$ cat config.mk
export PLATFORM = sky130hd
export DESIGN_NAME = sac_slab_div
export DESIGN_NICKNAME = d
export VERILOG_FILES = /design/src/sac_pkg.sv /design/src/sac_div_cell.sv /design/src/sac_slab_div.sv
export SDC_FILE = /design/constraint.sdc
export NUM_CORES = 2
export LEC_CHECK = 0
export BUFFER_PORTS_ARGS = -buffer_cell sky130_fd_sc_hd__buf_4
export CAP_MARGIN = 20
export CORE_MARGIN = 2
export CORE_UTILIZATION = 55
export CTS_CLUSTER_DIAMETER = 50
export DETAILED_ROUTE_END_ITERATION = 7
export GPL_TIMING_DRIVEN = 0
export PLACE_DENSITY = 0.79
export SYNTH_ARGS = -nofsm -noshare
export SYNTH_HDL_FRONTEND = slang
export SYNTH_SLANG_ARGS = --single-unit
$ cat constraint.sdc
create_clock -name i_clk -period 4.25 [get_ports i_clk]
set_input_delay 0.2125 -clock i_clk [delete_from_list [all_inputs] [get_ports i_clk]]
set_output_delay 0.2125 -clock i_clk [all_outputs]
set_load 0.02 [all_outputs]
$ cat src/sac_pkg.sv
// Package for the swept box collision block.
// Holds the slab divider control type and the contact normal codes.
// No dependencies.
`default_nettype none

package sac_pkg;

    typedef struct packed {
        logic zero_den;
        logic num_pos;
        logic neg;
        logic sat;
    } t_slab_ctl;

    localparam logic signed [1:0] NORM_NONE = 2'sb00;
    localparam logic signed [1:0] NORM_POS  = 2'sb01;
    localparam logic signed [1:0] NORM_NEG  = 2'sb11;

endpackage

`default_nettype wire

$ cat src/sac_div_cell.sv
// One restoring division step with its own pipeline register.
// Depends on sac_pkg for the slab control type.
`default_nettype none

module sac_div_cell #(
    parameter int DW = 39,
    parameter int QB = 18
) (
    input  wire logic                  i_clk,
    input  wire logic [DW-1:0]         i_rem,
    input  wire logic [DW-1:0]         i_den,
    input  wire logic [QB-1:0]         i_quo,
    input  wire sac_pkg::t_slab_ctl    i_ctl,
    output logic      [DW-1:0]         o_rem,
    output logic      [DW-1:0]         o_den,
    output logic      [QB-1:0]         o_quo,
    output sac_pkg::t_slab_ctl         o_ctl
);

    logic [DW:0]   w_sh;
    logic [DW:0]   w_dif;
    logic          w_ge;
    logic [DW-1:0] n_rem;
    logic [QB-1:0] n_quo;
    logic [DW-1:0] r_rem;
    logic [DW-1:0] r_den;
    logic [QB-1:0] r_quo;
    sac_pkg::t_slab_ctl r_ctl;

    always_comb begin
        w_sh  = {i_rem, 1'b0};
        w_dif = w_sh - {1'b0, i_den};
        w_ge  = (w_sh >= {1'b0, i_den});
        n_rem = w_ge ? w_dif[DW-1:0] : w_sh[DW-1:0];
        n_quo = {i_quo[QB-2:0], w_ge};
    end

    always_ff @(posedge i_clk) begin
        r_rem <= n_rem;
        r_den <= i_den;
        r_quo <= n_quo;
        r_ctl <= i_ctl;
    end

    assign o_rem = r_rem;
    assign o_den = r_den;
    assign o_quo = r_quo;
    assign o_ctl = r_ctl;

endmodule

`default_nettype wire

$ cat src/sac_slab_div.sv
// Slab time divider: a chain of division cells, one quotient bit per cell.
// Depends on sac_pkg and sac_div_cell.
`default_nettype none

module sac_slab_div #(
    parameter int DW = 39,
    parameter int QB = 18
) (
    input  wire logic               i_clk,
    input  wire logic [DW-1:0]      i_rem,
    input  wire logic [DW-1:0]      i_den,
    input  wire sac_pkg::t_slab_ctl i_ctl,
    output logic      [QB-1:0]      o_quo,
    output logic                    o_rem_nz,
    output sac_pkg::t_slab_ctl      o_ctl
);

    logic [DW-1:0]      w_rem [QB+1];
    logic [DW-1:0]      w_den [QB+1];
    logic [QB-1:0]      w_quo [QB+1];
    sac_pkg::t_slab_ctl w_ctl [QB+1];

    assign w_rem[0] = i_rem;
    assign w_den[0] = i_den;
    assign w_quo[0] = '0;
    assign w_ctl[0] = i_ctl;

    for (genvar g = 0; g < QB; g++) begin : g_cell
        sac_div_cell #(.DW(DW), .QB(QB)) u_cell (
            .i_clk (i_clk),
            .i_rem (w_rem[g]),
            .i_den (w_den[g]),
            .i_quo (w_quo[g]),
            .i_ctl (w_ctl[g]),
            .o_rem (w_rem[g+1]),
            .o_den (w_den[g+1]),
            .o_quo (w_quo[g+1]),
            .o_ctl (w_ctl[g+1])
        );
    end

    assign o_quo    = w_quo[QB];
    assign o_rem_nz = |w_rem[QB];
    assign o_ctl    = w_ctl[QB];

endmodule

`default_nettype wire

======== Word level (Yosys, flattened, before mapping) ========
Index checks and enable logic that the tools add are counted.
cells by class
  add/subtract/negate cells ............... 18
  $mul .................................... 0
  divide/modulo/power cells ............... 0
  magnitude comparators ................... 18
  equal/unequal tests ..................... 0
  shift operators ......................... 0
  muxes and demuxes ....................... 18
  bitwise operators ....................... 0
  reduce and logical (&&, ||, !) cells .... 1
operators by type and width
  kind              number
  $ge 40x39->1      18
  $mux 39           18
  $sub 39x39->39    18
  $reduce_or 39->1  1
storage, ports and cells
  register bits ........................... 1,608
  bits in latches ......................... 0
  bits in writable memories ............... 0
  bits in read-only memories .............. 0
  output and inout bits ................... 23
  word-level logic and storage cells ...... 198
  memories kept ........................... 0

======== Logic depth before layout (Yosys ltp) ========
  depth after elaboration ................. 2
  mapped depth ............................ 17
  depth with buffers taken out ............ 14

======== Cells and area by module ========
From an unflattened synthesis, not the netlist that was laid out.
second synthesis, totals
  cell total of the unflattened synthesis .. 9,274
  area, all modules ....................... 83,995.6 um2
modules (own cells, without submodules)
  module                               instances  cells an instance  area each (um2)
  sac_div_cell (g_cell[0].u_cell ...)  17         516                4,655.7
  sac_div_cell (g_cell[15].u_cell)     1          487                4,754.6
  sac_slab_div                         1          15                 93.8

======== Worst setup path before layout ========
No wires, ideal clock.
  path type ............................... reg2reg
  start point ............................. register g_cell[2].u_cell.r_den[0]
  end point ............................... register g_cell[3].u_cell.r_rem[10]
  arrival time ............................ 3.599 ns
  path slack .............................. 0.530 ns
  stages on the path, launching flop included .. 16
  path buffers ............................ 1
  path through ............................ dfxtp_1 -> inv_1 -> fa_1 -> a21oi_2 -> o21ai_2 -> a2111o_1 -> nand3_2 -> a2bb2oi_2 -> o21ai_2 -> a221o_1 -> a21oi_4 -> a21oi_2 -> a211o_1 -> a211o_4 -> buf_6 -> mux2_4
between the ends
  word-level cells in the longest chain between the ends .. 2
  elaborated cells on any way between the ends .. 3
  those cells by class .................... 1 x add/sub; 1 x order compare; 1 x mux
RTL lines
  what                                            RTL line                                text
  start: declaration                              sac_div_cell.sv:26                      logic [DW-1:0] r_den;
  start signal: assignment                        sac_div_cell.sv:40                      r_den <= i_den;
  $sub 39x39->39 or $ge 40x39->1 (tied branches)  sac_div_cell.sv:32, sac_div_cell.sv:33
  $mux 39 (*)                                     sac_div_cell.sv:34                      n_rem = w_ge ? w_dif[DW-1:0] : w_sh[DW-1:0];
  net g_cell[3].u_cell.n_rem[10]                  sac_div_cell.sv:23                      logic [DW-1:0] n_rem;
  end signal: assignment                          sac_div_cell.sv:39                      r_rem <= n_rem;
  end: declaration                                sac_div_cell.sv:25                      logic [DW-1:0] r_rem;
The timed path passes the listed nets; every way through them passes the cells marked *.
A chain may end at the register's enable or synchronous reset.

======== Worst setup path in the final report ========
  start point ............................. register g_cell[2].u_cell.r_den[0]
  end point ............................... register g_cell[3].u_cell.r_rem[7]
Same word-level chain as after synthesis.

==> impl_results.md <==
* H-Tree Depth at 4
* Largest family of logic cells by synthesized area: compound AO/OA/AOI/OAI gates
* Fin Hold WS at -0.476 ns
* CTS Sinks at 1608
* Most common cell after layout, fill and taps aside: dfxtp_1
* Largest net degree at the start of global routing at 17
* Critical path's slowest cell: fa_1
* Mapped Cells at 8731
* Die area at 145000 µm²
* Rel. slew slack at 0.171
* Crit. End Element: flip-flop
* CTS root buf: clkbuf_16
* Starting Density at 0.553
* Gr usage total at 0.287
* Adder-cell share of the synthesized area at 0.117
* CP arrival at 4.87 ns
* Layout cells sized above 1 at 0.0968
* First-pass GRT wire length at 330000 µm
* Ys Warns at 0
* PnR worst setup slack at 0.0690 ns
* Simple logic cell fraction of the synthesized area at 0.113
* # fillers at 11700
* Setup slack at placement at -1.76 ns
* Routed len/inst at 19.0 µm
* Worst path required time at 4.94 ns
* Register Area at 32200 µm²
* Post-synth EDFFs at 0
* LEAKAGE at 0.0419 µW
* Period minus WS final at 4.18 ns
* Most used cell, CP: a21oi_2
* DRT Pass-1 Iters at 7
* Final setup fails at 0
* Clock slew at reported path FFs at 0.06 ns
* FF+latch count, synth at 1608
* Clock Tree Buf Depth at 3
* Skew-Pair Late Insertion Delay at 0.81 ns
* Vias per cell at 5.53
* Top post-synthesis cells by area: dfxtp_1 (41%), ha_1 (11%), a21oi_1 (5.0%), o21ai_0 (4.6%), xnor2_1 (4.2%)
* Failing checks: negative hold slack
* Slew Limit Fails at 0
* Crit-path max FO at 10
* CTS tree: done
* I/O Buffers at 105
* Cell area after layout at 89800 µm²
* Post-synth cell types at 87
* Cell Rows at 138
* Hold Violations, Final at 7
* Worst-Margin Slew at 1.23 ns
* Max-Cap Viols at 0
* Final Util at 0.637
* Worst setup path class: reg -> reg
* Pwr Density at 918 nW/µm²
* Clock skew at 0.0234 ns
* Mapped Nets at 9534
* Chip width at 380 µm
* Kind of cell adding the most delay to the critical path: compound AO/OA/AOI/OAI gates
* Vias at 61900
* XOR/XNOR share of the synthesized area at 0.0710
* Ant diodes at 0
* DR iter-0 viols at 2887
* Initial antenna violation count at 0
* Commonest non-fill, non-tap cells in the layout: dfxtp_1 (1607), inv_1 (855), a21oi_1 (777), nand2_1 (766), o21ai_0 (708)
* Area Growth Syn to Fin at 15.2%
* Final worst path period share at 0.984
* Slowest stage delay, CP at 0.47 ns
* RD Place Congestion at 0.963
* Ys async rst share at 0
* Post-synthesis cell area at 78000 µm²
* Gr ovfl total at 0
* Compound-gate portion of the synthesized area at 0.201
* Synth Area per Inst at 8.93 µm²
* WP buf/inv at 2
* Share of the synthesized area in the top cell type at 0.413
* Post-Route WL at 212000 µm
* Crit start category: flip-flop
* Post-synthesis mux area share at 0.0309
* Vias in the first global route at 65500
* Nets@finish at 9959
* Worst min path class: in -> reg
* Top_reg_cell synth: dfxtp_1
* Cts bufs inserted at 182
* Post-DP HPWL at 168000 µm
* CP cell instances: inv_1 > fa_1 > a21oi_2 > o21ai_2 > a2111o_1 > nand3_2 > a2bb2oi_4 > o21ai_4 > a221o_1 > a21oi_4 > a21oi_2 > a211o_1 > a211o_4 > buf_6 > mux2_4
* Cell Area, Placed at 81200 µm²
* Die H at 380 µm
* Antenna Nets Post-Route at 0
* Status: finished with violations
* Post-synth top area cell: dfxtp_1
* Max IR drop VDD at 505 µV
* Drt drc at 0
* Num ports at 106
* CORE AREA at 141000 µm²
* Peak Freq at 0.239 GHz
* Seq/Total Area, Yosys at 0.413
* Multi-input gate area at 42300 µm²
## logic make-up after synthesis
| logic type | after synthesis |
|---|---|
| xor+xnor | 632 |
| buf+inv | 1095 |
| compound gates | 2557 |
| flops | 1608 |
| mux | 201 |
| fa+ha+maj | 720 |
| simple gates | 1918 |
## through the flow
step	instances	hold WS, ns	power [µW]	TNS, ns
4_1_cts	11200	-0.548	81700	0
5_1_grt	11200	-0.519	88100	-1.09
6_report	11200	-0.476	82500	0
3_5_place_dp	10700	0.312	64100	-644.77
3_3_place_gp	10700	0.309	63300	-766.58
2_1_floorplan	8731	0.240	52700	0
## Yosys cell counts, types with 12 or more instances
cell type,instances
dfxtp_1,1608
inv_1,856
a21oi_1,785
nand2_1,769
o21ai_0,719
ha_1,702
nor2_1,424
a21o_1,409
xnor2_1,372
xor2_1,260
clkbuf_1,197
mux2_2,162
nand3_1,147
nand4_1,120
o21bai_1,120
nor2b_1,87
nor3_1,85
nand2b_1,83
a31oi_1,70
o21a_1,70
and3_1,60
o31ai_1,59
a211oi_1,38
and2_1,38
mux2_4,38
a21boi_0,31
nor4_1,28
o211ai_1,28
a211o_1,22
buf_2,21
a221oi_1,20
or3_1,20
fa_1,18
a221o_1,16
a41oi_1,15
or2_2,15
a31o_2,14
o31a_1,14
buf_1,12
## report_power, final
group,switching (µW),internal (µW)
Clock,6460,9700
Sequential,2370,20100
Combinational,25500,18400
Total,34300,48200
## what timing repair did
| item | CTS | global route |
|---|---|---|
| setup endpoints to repair | 676 | 565 |
| endpoints found under the hold margin | 82 | 10 |
| cloned | 0 | 2 |
| setup buffers | 20 | 23 |
| gates resized for setup | 218 | 87 |
| pin swaps | 19 | 26 |
| hold buffers | 81 | 4 |
## layer usage
metal  share of wire  track usage
met5               0            0
met4           0.097        0.254
met3           0.026       0.0331
met2            0.56        0.594
met1            0.32        0.228
## cell type report
class | count | share of cell area
flip-flops and latches | 1608 | 0.358
plain buffers | 237 | 0.0145
clock inverters | 96 | 0.0135
repair buffers | 243 | 0.0238
clock buffers | 240 | 0.0572
inverters | 856 | 0.0358
multi-input cells | 6028 | 0.471
well taps | 1890 | 0.0263
## path summary, 6_finish.rpt
check	from	to	slack, ns	cells after the start
max	g_cell[2].u_cell.o_den[0]	g_cell[3].u_cell.o_rem[7]	0.07	15
max reg2reg	g_cell[2].u_cell.o_den[0]	g_cell[3].u_cell.o_rem[7]	0.07	15
min reg2reg	g_cell[16].u_cell.o_quo[11]	g_cell[17].u_cell.o_quo[12]	0.32	0
min	i_den[1]	g_cell[0].u_cell.o_den[1]	-0.48	1
## flip-flops by register name (all words and copies together), names as in the netlist
name / cells
g_cell.u_cell.o_rem: 702
g_cell.u_cell.o_ctl: 72
g_cell.u_cell.o_den: 663
g_cell.u_cell.o_quo: 171
No activity file was read; power rests on OpenSTA's default activity.
